[config.mk]
export PLATFORM = sky130hd
export DESIGN_NAME = paa_fifo
export DESIGN_NICKNAME = d
export VERILOG_FILES = /design/src/paa_pkg.sv /design/src/paa_fifo.sv
export SDC_FILE = /design/constraint.sdc
export NUM_CORES = 1
export LEC_CHECK = 0
export BUFFER_PORTS_ARGS = -buffer_cell sky130_fd_sc_hd__buf_2
export CAP_MARGIN = 10
export CORE_ASPECT_RATIO = 0.75
export CORE_MARGIN = 1.5
export CORE_UTILIZATION = 56
export DETAILED_ROUTE_END_ITERATION = 12
export HOLD_SLACK_MARGIN = 0.03
export PLACE_DENSITY = 0.84
export SKIP_CTS_REPAIR_TIMING = 1
export SLEW_MARGIN = 5
export SYNTH_ARGS = -nofsm -noshare
export SYNTH_HDL_FRONTEND = slang
export SYNTH_SLANG_ARGS = --single-unit
[constraint.sdc]
create_clock -name i_clk -period 9.4 [get_ports i_clk]
set_input_delay 1.88 -clock i_clk [delete_from_list [all_inputs] [get_ports i_clk]]
set_output_delay 1.88 -clock i_clk [all_outputs]
set_load 0.01 [all_outputs]
[src/paa_pkg.sv]
package paa_pkg;

    localparam int LAT_W  = 30;
    localparam int LON_W  = 31;
    localparam int AREA_W = 56;
    localparam int SUM_W  = 64;
    localparam int COS_W  = 17;

    localparam int COS_DEPTH_DEF = 1024;

    // pi/2 in Q30, used to place the cosine table samples
    localparam longint unsigned HALF_PI_Q30 = 64'd1686629713;
    localparam longint unsigned ONE_Q30     = 64'd1 << 30;

    // (pi/180*R)^2 / 2 in Q4 square meters per Q40 square degree
    localparam logic [36:0] AREA_SCALE_Q4 = 37'd98970318493;

    // ceil(2^27 / 45): exact quotient for the table index range
    localparam logic [21:0] RECIP45       = 22'd2982617;
    localparam int          RECIP45_SHIFT = 27;

    // one vertex pair, as handed from the front to the back
    typedef struct packed {
        logic        has_pair;   // 0 on the first vertex of a polygon
        logic        neg;        // sign of the pair product
        logic [31:0] slon_mag;   // |lon1 + lon2|
        logic [29:0] dlat_mag;   // |lat2 - lat1|
        logic [30:0] lsum_mag;   // |lat1 + lat2|, selects the cosine
        logic        last;
        logic        closed;     // last vertex equals the first
    } t_pair;

endpackage

[src/paa_fifo.sv]
module paa_fifo import paa_pkg::*; (
    input  logic  i_clk,
    input  logic  i_rst_n,
    input  logic  i_push_valid,
    output logic  o_push_ready,
    input  t_pair i_push_data,
    output logic  o_pop_valid,
    input  logic  i_pop_ready,
    output t_pair o_pop_data
);

    t_pair      r_mem [2];
    logic       r_wp;
    logic       r_rp;
    logic [1:0] r_cnt;
    logic       w_push;
    logic       w_pop;

    assign o_push_ready = (r_cnt != 2'd2);
    assign o_pop_valid  = (r_cnt != 2'd0);
    assign o_pop_data   = r_mem[r_rp];
    assign w_push       = i_push_valid && o_push_ready;
    assign w_pop        = o_pop_valid && i_pop_ready;

    always_ff @(posedge i_clk) begin
        if (w_push) begin
            r_mem[r_wp] <= i_push_data;
        end
    end

    always_ff @(posedge i_clk) begin
        if (!i_rst_n) begin
            r_wp  <= 1'b0;
            r_rp  <= 1'b0;
            r_cnt <= 2'd0;
        end else begin
            if (w_push) begin
                r_wp <= ~r_wp;
            end
            if (w_pop) begin
                r_rp <= ~r_rp;
            end
            r_cnt <= r_cnt + 2'(w_push) - 2'(w_pop);
        end
    end

    a_cnt_range: assert property (@(posedge i_clk) disable iff (!i_rst_n)
        r_cnt != 2'd3)
        else $error("queue count out of range");

    a_cnt_push: assert property (@(posedge i_clk) disable iff (!i_rst_n)
        (w_push && !w_pop) |=> r_cnt == $past(r_cnt) + 2'd1)
        else $error("queue count missed a push");

endmodule

==> results.py <==
metrics = {
    "outcome": {
        "run_status": "completed",
    },
    "critical_path": {
        "critical_path.top_delay_family": "buffers and inverters",
        "cp-end-kind": "primary output",
        "reg2reg_depth": 4,
        "critPathCapture": "o_pop_data[18]",
        "r2r_end": "r_mem[0][46]",
        "cpMaxStageDelayCell": "buf_4",
        "timing.critical_path.buf_inv": 2,
        "cp.depth": 3,
        "path_class": "flop to primary output",
        "required_ns": 7.52,
        "path_cells": "buf_4, mux2_2, buf_2",
        "r2r_slack_ns": 6.74,
        "max_stage_delay_ns": 0.80,
        "worstReg2RegStart": "r_cnt[0]",
        "critPathMaxFanout": 58,
        "cp.arrival_ns": 2.55,
        "critPathLaunchType": "flop",
    },
    "final_layout": {
        "drive_gt1_share_pct": 60.1,
        "regArea_sq_um": 5930,
        "nets": 639,
        "multiInputGateArea_sq_um": 1350,
        "fin_util_pct": 70.5,
        "area_growth_pct": 23.5,
        "fillers": 865,
        "final_common_cell": "buf_2",
        "layout_common_cells": "199 x buf_2, 194 x edfxtp_1, 67 x mux2_2",
        "finalNonFillerCells": 719,
        "stdcell_area_sq_um": 9080,
    },
    "timing": {
        "setup_viol": 0,
        "finalCritPeriodShare_pct": 47.1,
        "grt_setup_unrepaired": "false",
        "finalHoldViolations": 0,
        "skew_ns": 0.00704,
        "tightest_slew_ns": 0.891,
        "finalSetupTns_ns": 0,
        "min_period_ns": 4.43,
        "max_clock_freq_mhz": 226,
        "slew_headroom_pct": 40.6,
        "drv_slew": 0,
        "finalWorstSetupSlack_ns": 4.97,
    },
    "clock_network": {
        "cts_max_level": 4,
        "cts-root-buf": "clkbuf_16",
        "clock_latency_ns": 0.43,
        "cts_tree": "built",
        "cts_inserted_buffers": 17,
        "clock-sinks": 199,
        "clock_path_buffers": 2,
        "clk_pin_slew_worst_paths_ns": 0.06,
    },
    "drt": {
        "route.detailed.drc": 0,
        "wl_per_cell_microns": 17.8,
        "viasPerCell": 5.10,
        "drt-initial-drc-count": 158,
        "final_antenna_net_count": 0,
        "detailedRoute.firstPassIterationCount": 4,
        "vias": 3667,
        "drt-total-wl_microns": 12800,
    },
    "synth": {
        "ys.flop_type": "edfxtp_1",
        "synth_edf_count": 194,
        "synth_fp_nets": 429,
        "syn_inst": 326,
        "ys_ff_latch": 199,
        "yosysSeqAreaShare_pct": 80.6,
        "synth.distinct_cells": 18,
        "syn_avg_cell_area_sq_um": 22.5,
        "syn_area_sq_um": 7350,
        "yosysWarningCount": 0,
        "synthArstFlopShare_pct": 0,
    },
    "power": {
        "p_leak_nw": 3.46,
        "netSwitchingFraction_pct": 25.5,
        "pwr-share-comb_pct": 22.8,
        "p_clk_share_pct": 28.9,
        "switching_power_uw": 617,
        "pwr-share-seq_pct": 48.3,
        "p_per_area_nw_per_um2": 266,
        "p_int_mw": 1.80,
        "ir_worst_vdd_uv": 184,
    },
    "die": {
        "core_area_sq_um": 12900,
        "floorplan.die_area_sq_um": 13800,
        "io_pins": 200,
        "die_w_microns": 135,
        "die_h_microns": 102,
        "initial_utilization_pct": 57.1,
        "num_rows": 36,
    },
    "placed_design": {
        "dp_hpwl_microns": 8400,
        "dp_slack_ns": 5.29,
        "gp_congestion": 0.734,
        "place_inst": 688,
        "port_buffers": 199,
        "place_area_sq_um": 8510,
    },
    "global_routing": {
        "grt_start_max_net_pins": 68,
        "grt_pass1_vias": 3755,
        "antenna_found_initial": 0,
        "track_usage_pct": 18.9,
        "grt_pass1_wl_microns": 18700,
        "grt_remaining_overflow": 0,
    },
    "flow_run": {
        "drv_cap": 0,
    },
    "worst_hold_path": {
        "hold_class": "flop to flop",
    },
}
[power groups by stage]
stage / Combinational (mW) / Clock (mW) / Sequential (mW)
5_1_grt: 0.601 / 0.744 / 1.18
3_3_place_gp: 0.548 / 0 / 1.18
3_5_place_dp: 0.556 / 0 / 1.19
6_report: 0.552 / 0.699 / 1.17
2_1_floorplan: 0.389 / 0 / 1.17
4_1_cts: 0.562 / 0.711 / 1.17
[layout make-up]
| class | count | area share (%) |
|---|---|---|
| antenna | 1 | 0.0276 |
| clock buffer | 18 | 4.73 |
| clock inverter | 12 | 1.49 |
| inverter | 1 | 0.0413 |
| multi-input combinational | 115 | 14.8 |
| sequential | 199 | 65.3 |
| tap | 171 | 2.36 |
| timing repair buffer | 202 | 11.2 |
[cell families after synthesis]
kind of cell	after synthesis	synth area share [%]
AO/OA/AOI/OAI	1	0.102
AND/OR/NAND/NOR	11	0.834
flip-flops	199	80.6
XOR/XNOR	3	0.358
adder cells (fa/ha/maj)	2	0.340
buffers and inverters	12	1.23
multiplexers	98	16.5
[synthesized netlist by cell type, types with 2 or more instances]
cell type    n  share of area, %
mux2_4      30               6.1
and2_1       2              0.17
xnor2_1      3              0.36
nor2b_1      2              0.17
edfxtp_1   194                79
ha_1         2              0.34
nand2b_1     2              0.17
mux2_2      67                10
buf_2        6              0.41
nand2_1      2              0.10
dfxtp_1      5               1.4
buf_6        5              0.77
[routing by layer]
layer	track usage, %	part of all wire, %	vias up
met3	7.74	9.5	19
met2	31.1	50	157
met4	8.85	1.7	0
met5	0	0	-
met1	21.9	39	1787
li1	-	-	1704
[per-stage QoR]
stage | hold WS, ns | power, mW
CTS | 0.549 | 2.44
global placement | 0.503 | 1.73
detailed placement | 0.530 | 1.74
global route | 0.574 | 2.52
finish | 0.545 | 2.42
floorplan | 0.455 | 1.56
[worst reg2reg max path: stages (launching register included)]
cell	delay (ns)
dfxtp_1	0.37
nand2b_1	0.18
nand2_1	0.16
nor2_4	0.71
buf_4	0.82
[registers in the layout, summed over array words and instances (netlist names), named ones only]
register	flops
r_cnt	2
r_mem	194
r_rp	1
r_wp	1
[worst min-delay path by stage]
stage | depth (start not counted) | slack (ns) | endpoint | start
after global placement | 2 | 0.50 | r_wp | r_wp
final | 2 | 0.54 | r_rp | r_rp
after global routing | 2 | 0.57 | r_wp | r_wp
after CTS | 2 | 0.55 | r_rp | r_rp
after detailed placement | 2 | 0.53 | r_rp | r_rp
after floorplan | 2 | 0.45 | r_wp | r_wp
(Power assumes the default switching activity.)
