===== config.mk =====
export PLATFORM = sky130hd
export DESIGN_NAME = paa_front_flat
export DESIGN_NICKNAME = d
export VERILOG_FILES = /design/src/paa_pkg.sv /design/src/paa_if.sv /design/src/paa_front.sv /design/src/flat_wrapper.sv
export SDC_FILE = /design/constraint.sdc
export NUM_CORES = 1
export LEC_CHECK = 0
export ABC_AREA = 1
export CAP_MARGIN = 20
export CORE_AREA = 2 2 152 154
export CTS_CLUSTER_DIAMETER = 60
export DETAILED_ROUTE_END_ITERATION = 12
export DIE_AREA = 0 0 154 156
export DONT_BUFFER_PORTS = 1
export MAX_ROUTING_LAYER = met4
export PLACE_DENSITY = 0.8
export SETUP_SLACK_MARGIN = 0.15
export SLEW_MARGIN = 20
export SYNTH_ARGS = -nofsm -noshare
export SYNTH_HDL_FRONTEND = slang
export SYNTH_SLANG_ARGS = --single-unit

===== constraint.sdc =====
create_clock -name i_clk -period 4.74 [get_ports i_clk]
set_clock_uncertainty 0.15 [all_clocks]
set_input_delay 0.948 -clock i_clk [delete_from_list [all_inputs] [get_ports i_clk]]
set_output_delay 0.948 -clock i_clk [all_outputs]
set_load 0.01 [all_outputs]

===== src/paa_pkg.sv =====
package paa_pkg;

    localparam int LAT_W  = 30;
    localparam int LON_W  = 31;
    localparam int AREA_W = 56;
    localparam int SUM_W  = 64;
    localparam int COS_W  = 17;

    localparam int COS_DEPTH_DEF = 1024;

    // pi/2 in Q30, used to place the cosine table samples
    localparam longint unsigned HALF_PI_Q30 = 64'd1686629713;
    localparam longint unsigned ONE_Q30     = 64'd1 << 30;

    // (pi/180*R)^2 / 2 in Q4 square meters per Q40 square degree
    localparam logic [36:0] AREA_SCALE_Q4 = 37'd98970318493;

    // ceil(2^27 / 45): exact quotient for the table index range
    localparam logic [21:0] RECIP45       = 22'd2982617;
    localparam int          RECIP45_SHIFT = 27;

    // one vertex pair, as handed from the front to the back
    typedef struct packed {
        logic        has_pair;   // 0 on the first vertex of a polygon
        logic        neg;        // sign of the pair product
        logic [31:0] slon_mag;   // |lon1 + lon2|
        logic [29:0] dlat_mag;   // |lat2 - lat1|
        logic [30:0] lsum_mag;   // |lat1 + lat2|, selects the cosine
        logic        last;
        logic        closed;     // last vertex equals the first
    } t_pair;

endpackage


===== src/paa_if.sv =====
interface paa_vtx_if;
    logic                              valid;
    logic                              ready;
    logic signed [paa_pkg::LAT_W-1:0]  point_lat;
    logic signed [paa_pkg::LON_W-1:0]  point_lon;
    logic                              last_point;

    modport source (output valid, point_lat, point_lon, last_point, input ready);
    modport sink   (input valid, point_lat, point_lon, last_point, output ready);
endinterface



===== src/paa_front.sv =====
module paa_front import paa_pkg::*; (
    input  logic       i_clk,
    input  logic       i_rst_n,
    paa_vtx_if.sink    i_vtx,
    output logic       o_push_valid,
    input  logic       i_push_ready,
    output t_pair      o_push_data
);

    logic signed [LAT_W-1:0] r_first_lat;
    logic signed [LON_W-1:0] r_first_lon;
    logic signed [LAT_W-1:0] r_prev_lat;
    logic signed [LON_W-1:0] r_prev_lon;
    logic                    r_have_prev;

    logic        w_fire;
    logic [31:0] w_slon;
    logic [30:0] w_dlat;
    logic [30:0] w_lsum;
    logic [31:0] w_dlat_mag;

    assign i_vtx.ready  = i_push_ready;
    assign o_push_valid = i_vtx.valid;
    assign w_fire       = i_vtx.valid && i_push_ready;

    assign w_slon = {r_prev_lon[LON_W-1], r_prev_lon}
                  + {i_vtx.point_lon[LON_W-1], i_vtx.point_lon};
    assign w_dlat = {i_vtx.point_lat[LAT_W-1], i_vtx.point_lat}
                  - {r_prev_lat[LAT_W-1], r_prev_lat};
    assign w_lsum = {r_prev_lat[LAT_W-1], r_prev_lat}
                  + {i_vtx.point_lat[LAT_W-1], i_vtx.point_lat};
    assign w_dlat_mag = w_dlat[30] ? 32'(-w_dlat) : 32'(w_dlat);

    always_comb begin
        o_push_data.has_pair = r_have_prev;
        o_push_data.neg      = w_slon[31] ^ w_dlat[30];
        o_push_data.slon_mag = w_slon[31] ? -w_slon : w_slon;
        o_push_data.dlat_mag = w_dlat_mag[29:0];
        o_push_data.lsum_mag = w_lsum[30] ? -w_lsum : w_lsum;
        o_push_data.last     = i_vtx.last_point;
        // a lone vertex closes on itself
        o_push_data.closed   = !r_have_prev ||
                               (i_vtx.point_lat == r_first_lat &&
                                i_vtx.point_lon == r_first_lon);
    end

    always_ff @(posedge i_clk) begin
        if (!i_rst_n) begin
            r_have_prev <= 1'b0;
            r_first_lat <= '0;
            r_first_lon <= '0;
            r_prev_lat  <= '0;
            r_prev_lon  <= '0;
        end else if (w_fire) begin
            if (!r_have_prev) begin
                r_first_lat <= i_vtx.point_lat;
                r_first_lon <= i_vtx.point_lon;
            end
            r_prev_lat  <= i_vtx.point_lat;
            r_prev_lon  <= i_vtx.point_lon;
            r_have_prev <= !i_vtx.last_point;
        end
    end

endmodule


===== src/flat_wrapper.sv =====
// flat-port wrapper written by rule: the top's interface ports become plain ports
module paa_front_flat import paa_pkg::*;
  (i_clk, i_rst_n, o_push_valid, i_push_ready, o_push_data, i_vtx_valid, i_vtx_point_lat, i_vtx_point_lon, i_vtx_last_point, i_vtx_ready);
  paa_vtx_if i_vtx_i ();
  input  logic i_clk;
  input  logic i_rst_n;
  output logic o_push_valid;
  input  logic i_push_ready;
  output t_pair o_push_data;
  input wire logic [$bits(i_vtx_i.valid)-1:0] i_vtx_valid;
  input wire logic [$bits(i_vtx_i.point_lat)-1:0] i_vtx_point_lat;
  input wire logic [$bits(i_vtx_i.point_lon)-1:0] i_vtx_point_lon;
  input wire logic [$bits(i_vtx_i.last_point)-1:0] i_vtx_last_point;
  output wire logic [$bits(i_vtx_i.ready)-1:0] i_vtx_ready;
  assign i_vtx_i.valid = i_vtx_valid;
  assign i_vtx_i.point_lat = i_vtx_point_lat;
  assign i_vtx_i.point_lon = i_vtx_point_lon;
  assign i_vtx_i.last_point = i_vtx_last_point;
  assign i_vtx_ready = i_vtx_i.ready;
  paa_front u_core (.i_clk(i_clk), .i_rst_n(i_rst_n), .i_vtx(i_vtx_i), .o_push_valid(o_push_valid), .i_push_ready(i_push_ready), .o_push_data(o_push_data));
endmodule

==> reports/qor.txt, run 1 <==
Critical Path, Cell by Cell - ha_2, a21oi_1, o21ai_0, a21oi_1, nand3_2, nand2_2, nand2_4, xor2_4, buf_6, buf_4, o21ai_0
Most frequent cells in the layout - nand2_1 (804), inv_1 (339), nor2_1 (271)
Family with the most delay on the worst path - compound AO/OA/AOI/OAI gates
Crit path launch type - input pin
Total Nets Final - 2675
CP Data Required Time - 3640 ps
#FFs+latches synth - 123
CP max-delay cell - a21oi_1
Worst setup EP type - output port
Seq/Total Area, Yosys - 0.173
Hold Vio Cnt, Final - 0
Synth top area share - 0.216
First-pass GRT wire length - 70500 um
Starting Density - 0.638
Core Box Area - 22400 um^2
DRT iter0 DRCs - 1203
Netlist cell types - 48
Post-route antenna net violation count - 0
Synth-to-Final Area Change - 8.86%
Post-DP HPWL - 35500 um
Worst Hold Class - reg2reg
Min Clock Period, post-route - 4500 ps
H-tree Lvls - 4
Slew headroom - 0.368
Vias - 15900
Diode count - 0
Clock latency at the later pin of the worst-skew pair - 410 ps
Rows - 55
Pin count of the biggest net entering global routing - 71
Leading cell type in the layout, fill and taps excluded - nand2_1
Worst slack, placed - 118 ps
Avg WL per Cell - 15.8 um
Synth area leader - nand2_1
All-Layer GR Usage - 0.371
Final slew viol count - 0
Max-cap violations - 0
Share of layout cells above drive strength 1 - 0.0812
Design Area, Final - 15500 um^2
WL final - 44500 um
Final worst slack - 243 ps
Final cell count without fillers - 2810
CP max FO - 9
RSZ-0062 raised after global routing - yes
Vias/cell - 5.65
Setup tns final - 0 ps
Initial antenna violation count - 0
Die W - 154 um
CTS root buf - clkbuf_16
DRC violations left - 0
Ranking of synthesized cells by area - nand2_1 (22%), dfxtp_1 (17%), inv_1 (9.0%)
Final period utilization - 0.949
GP Congestion - 1.02
FMAX - 222 MHz
Static Leak - 7.69 nW
Boundary Pins - 165
Syn Std Cell Area - 14300 um^2
Syn Inst Count - 2534
Dpl cells - 2772
CTS sink count - 123
Actual slew at the worst max-slew pin - 948 ps
Post-synth EDFFs - 0
IO Port Bufs - 0
WP data arrival - 3400 ps
CTS Buf Count - 17
Die area - 24000 um^2
Post-synthesis async set-or-reset flop share - 0
1st-pass router iterations - 6
Syn avg cell area - 5.63 um^2
Slowest stage delay, CP - 370 ps
Vias in the first global route - 14800
Placed cell area - 14500 um^2
Synth warn - 0
Final Core Density - 0.694
TritonCTS clock tree - done
Peak supply drop - 0.000252 V
Critical path class - in2out
Critical path buffers and inverters - 2
Die Y - 156 um
GRT overflow - 0
Worst-path clk slew - 60 ps
Final setup vio count - 0
Top FF cell, synth - dfxtp_1
Pwr dens - 306 nW/um^2
Clock tree buffer depth - 2
Syn nets - 2697
Status - completed
[where the power goes]
group	switching, mW	total (mW)	internal [mW]
Clock	0.525	1.41	0.890
Sequential	0.0397	1.14	1.10
Combinational	1.48	2.20	0.720
Total	2.04	4.75	2.71
[final cells by class]
class                      instances  area, um^2
clock buffer                      17         425
multi-input combinational       1986       10500
fill                            2110        6840
sequential                       123        2460
timing repair buffer              35         304
tap                              285         357
clock inverter                    15         208
inverter                         349        1310
[tightest hold or removal path: stages (launching register included)]
cell and delay (ps):
dfxtp_1 290, inv_1 70, a21oi_1 60
[logic make-up (layout without fill, tap and decap cells)]
logic type,count (synthesis),after routing,share of synthesized area
AND/OR/NAND/NOR,1405,1405,0.409
buffers and inverters,425,416,0.118
AO/OA/AOI/OAI,357,357,0.133
XOR/XNOR,127,127,0.0798
flip-flops,123,123,0.173
adder cells (fa/ha/maj),97,97,0.0867
[through the flow]
stage,total power [mW],hold WS (ps)
CTS,4.62,325
finish,4.75,324
global placement,3.17,301
detailed placement,3.21,309
global route,5.03,333
floorplan,2.76,292
[cell usage after synthesis (10+ instances only)]
cell,n
nand2_2,10
dfxtp_1,123
ha_1,94
nand3b_1,12
buf_4,13
nor3_1,18
nand2_1,822
nor2_1,292
inv_1,341
xnor2_1,60
o21ai_0,130
nand4_1,40
buf_2,25
a21oi_1,189
nand3_1,164
clkbuf_1,36
xor2_1,65
nor2_2,15
[registers in the layout (all words and copies together) (netlist names)]
name / cells
u_core.r_prev_lat: 30
u_core.r_prev_lon: 31
u_core.r_first_lon: 31
u_core.r_have_prev: 1
u_core.r_first_lat: 30
[worst paths after layout]
check	cells after the start	from	slack [ps]	endpoint
worst max-delay path	11	i_vtx_point_lat[17]	240	o_push_data[34]
worst min-delay path	2	u_core.r_first_lat[22]$_SDFFE_PN0P_	320	u_core.r_first_lat[22]$_SDFFE_PN0P_
worst max register to register	5	u_core.r_have_prev$_SDFFE_PN0P_	2510	u_core.r_first_lat[8]$_SDFFE_PN0P_
worst min register to register	2	u_core.r_first_lat[22]$_SDFFE_PN0P_	320	u_core.r_first_lat[22]$_SDFFE_PN0P_
[timing repair]
action                     4_1_cts  5_1_grt
pin swaps                        0       15
hold buffers                     0        0
setup endpoints to repair        1       66
buffers inserted                 0        5
gates resized for setup          1       99
gates cloned                     0        1
[metal layers]
metal	global-route usage	vias to the layer above	routed length, um
met1	0.409	7216	18000
li1	-	7952	-
met5	-	-	0
met3	0.0564	130	2760
met2	0.657	566	21700
met4	0.180	0	2100
Power figures use the tool's default switching activity.
==> run 2, diff against run 1 <==
Settings changed: GPL_ROUTABILITY_DRIVEN set to 0, REMOVE_ABC_BUFFERS set to 1.
==> run 2 against run 1 <==
Compared with the run above: worst setup slack improved by 17 ps; worst hold slack is essentially flat; sequential cell count stayed put; non-clock buffer count shrank 2; global-route usage down 2.1 points; combinational power about the same; cell count barely moved; first-iteration DRC count increased by 25%; core utilization fell by 0.58 points; critical path depth up 8; critical path type unchanged; largest cell class unchanged.
==> reports/qor.txt, run 2 (same netlist as run 1, synthesis figures left out) <==
Status - completed
Die area - 24000 um^2 (unchanged)
Total Nets Final - 2673 (-0.075%)
Vias in the first global route - 14600 (-1.8%)
Actual slew at the worst max-slew pin - 1010 ps (+63.0 ps)
CTS root buf - clkbuf_16
Post-route antenna net violation count - 0 (unchanged)
Crit path launch type - input pin
First-pass GRT wire length - 67500 um (-4.3%)
Most frequent cells in the layout - nand2_1 (806), inv_1 (340), nor2_1 (271)
Leading cell type in the layout, fill and taps excluded - nand2_1
Reg-to-Reg End - u_core.r_first_lon[5]$_SDFFE_PN0P_
Static Leak - 7.64 nW (-0.67%)
Slowest stage delay, CP - 360 ps (about the same)
Die Y - 156 um (unchanged)
1st-pass router iterations - 6 (unchanged)
Peak supply drop - 0.000258 V (+2.6%)
Final period utilization - 0.945 (-0.00363)
Final cell count without fillers - 2808 (-0.071%)
Final worst slack - 261 ps (+17.2 ps)
Boundary Pins - 165 (unchanged)
Hold Vio Cnt, Final - 0 (unchanged)
Clock tree buffer depth - 2 (unchanged)
All-Layer GR Usage - 0.350 (-0.0212)
RSZ-0062 raised after global routing - yes
TritonCTS clock tree - done
CTS sink count - 123 (unchanged)
Worst setup EP type - output port
Final slew viol count - 0 (unchanged)
Share of layout cells above drive strength 1 - 0.0785 (-0.00271)
Rows - 55 (unchanged)
Worst-path clk slew - 60 ps (about the same)
Worst Hold Class - reg2reg
Critical Path, Cell by Cell - inv_1, ha_1, fa_2, inv_1, nand2_1, o21ai_4, buf_4, nand2_2, nand2_2, nand2_1, nand2_2, inv_2, nor2_4, inv_2, nor2_2, nand4_1, nand2_2, nand2_1, xnor2_2
CTS Buf Count - 17 (unchanged)
DRT iter0 DRCs - 1504 (+25%)
IO Port Bufs - 0 (unchanged)
Top flop regs - u_core.r_first_lon: 31 flops, u_core.r_prev_lon: 31 flops
CP Launch Point - i_vtx_point_lat[0]
DRC violations left - 0 (unchanged)
FF-to-FF path depth - 4 (-1)
Crit path to - o_push_data[52]
CP max FO - 4 (-5)
Critical path class - in2out
Vias - 15900 (-0.013%)
Clock latency at the later pin of the worst-skew pair - 410 ps (about the same)
Pin count of the biggest net entering global routing - 76 (+7.0%)
H-tree Lvls - 4 (unchanged)
Worst slack, placed - 131 ps (+12.9 ps)
Starting Density - 0.638 (unchanged)
Diode count - 0 (unchanged)
Worst r2r src - u_core.r_have_prev$_SDFFE_PN0P_
Dpl cells - 2768 (-0.14%)
WL final - 42000 um (-5.7%)
Min Clock Period, post-route - 4480 ps (-17.2 ps)
Initial antenna violation count - 0 (unchanged)
Reg2reg setup slack - 2880 ps (+370 ps)
Slew headroom - 0.325 (-0.0430)
Setup tns final - 0 ps (unchanged)
Synth-to-Final Area Change - 7.95%
Pwr dens - 292 nW/um^2 (-4.4%)
CP max-delay cell - fa_2
WP data arrival - 3380 ps (-20 ps)
Final setup vio count - 0 (unchanged)
Final Core Density - 0.689 (-0.00576)
Crit-path most repeated cell - nand2_2
Die W - 154 um (unchanged)
Avg WL per Cell - 15.0 um (-5.6%)
Hold path cells - 2 (unchanged)
GRT overflow - 0 (unchanged)
Vias/cell - 5.65 (about the same)
Max-cap violations - 0 (unchanged)
CP Data Required Time - 3640 ps (about the same)
FMAX - 223 MHz (+0.38%)
Core Box Area - 22400 um^2 (unchanged)
Post-DP HPWL - 33300 um (-6.4%)
## run 2: changes by cell type in the layout (fill, tap and decap cells not counted), moves of 4 or more
cell and delta:
ha_2 -5, bufinv_16 -4, inv_6 -4, ha_1 +6
## run 2: layout make-up
class                   count  area, um^2
inverters                 349        1310
fillers                  2098        6960
multi-input cells        1986       10400
repair buffers             33         288
clock inverters            13        95.1
flip-flops and latches    123        2460
well taps                 285         357
clock buffers              19         453
## run 2: report_power, final
| part | total [mW] | internal (mW) | switching [mW] |
|---|---|---|---|
| Clock | 1.19 | 0.697 | 0.496 |
| Sequential | 1.13 | 1.10 | 0.0382 |
| Combinational | 2.17 | 0.711 | 1.46 |
## run 2: layer usage
metal  routed length (um)  GRT usage
met1                17100      0.389
met2                20600      0.625
met3                 2640     0.0500
met4                 1710      0.154
met5                    0          -
## run 2: per-stage QoR
stage | cell area (um^2) | power, mW | hold slack (ps)
2_1_floorplan | 13900 | 2.72 | 291
3_5_place_dp | 14500 | 3.19 | 312
6_report | 15400 | 4.50 | 324
5_1_grt | 15400 | 4.80 | 333
4_1_cts | 15000 | 4.38 | 323
3_3_place_gp | 14500 | 3.14 | 298
## run 2: worst min path at each step
stage	from	to	slack [ps]
5_1_grt	u_core.r_first_lat[24]$_SDFFE_PN0P_	u_core.r_first_lat[24]$_SDFFE_PN0P_	330
3_3_place_gp	u_core.r_first_lat[22]$_SDFFE_PN0P_	u_core.r_first_lat[22]$_SDFFE_PN0P_	300
3_5_place_dp	u_core.r_first_lat[22]$_SDFFE_PN0P_	u_core.r_first_lat[22]$_SDFFE_PN0P_	310
4_1_cts	u_core.r_first_lon[28]$_SDFFE_PN0P_	u_core.r_first_lon[28]$_SDFFE_PN0P_	320
2_1_floorplan	u_core.r_first_lat[22]$_SDFFE_PN0P_	u_core.r_first_lat[22]$_SDFFE_PN0P_	290
6_report	u_core.r_first_lat[24]$_SDFFE_PN0P_	u_core.r_first_lat[24]$_SDFFE_PN0P_	320
## run 2: critical path: cells and delay by family
kind            cells  cell delay, ps
compound gates      1             180
xor+xnor            1             190
fa+ha+maj           2             590
simple gates       10            1060
buf+inv             5             380
## run 2: what timing repair did
action	4_1_cts	5_1_grt
setup endpoints to repair	1	65
gates resized for setup	0	90
hold buffers	0	0
endpoints found under the hold margin	0	0
pin swaps	0	11
buffers inserted	2	5
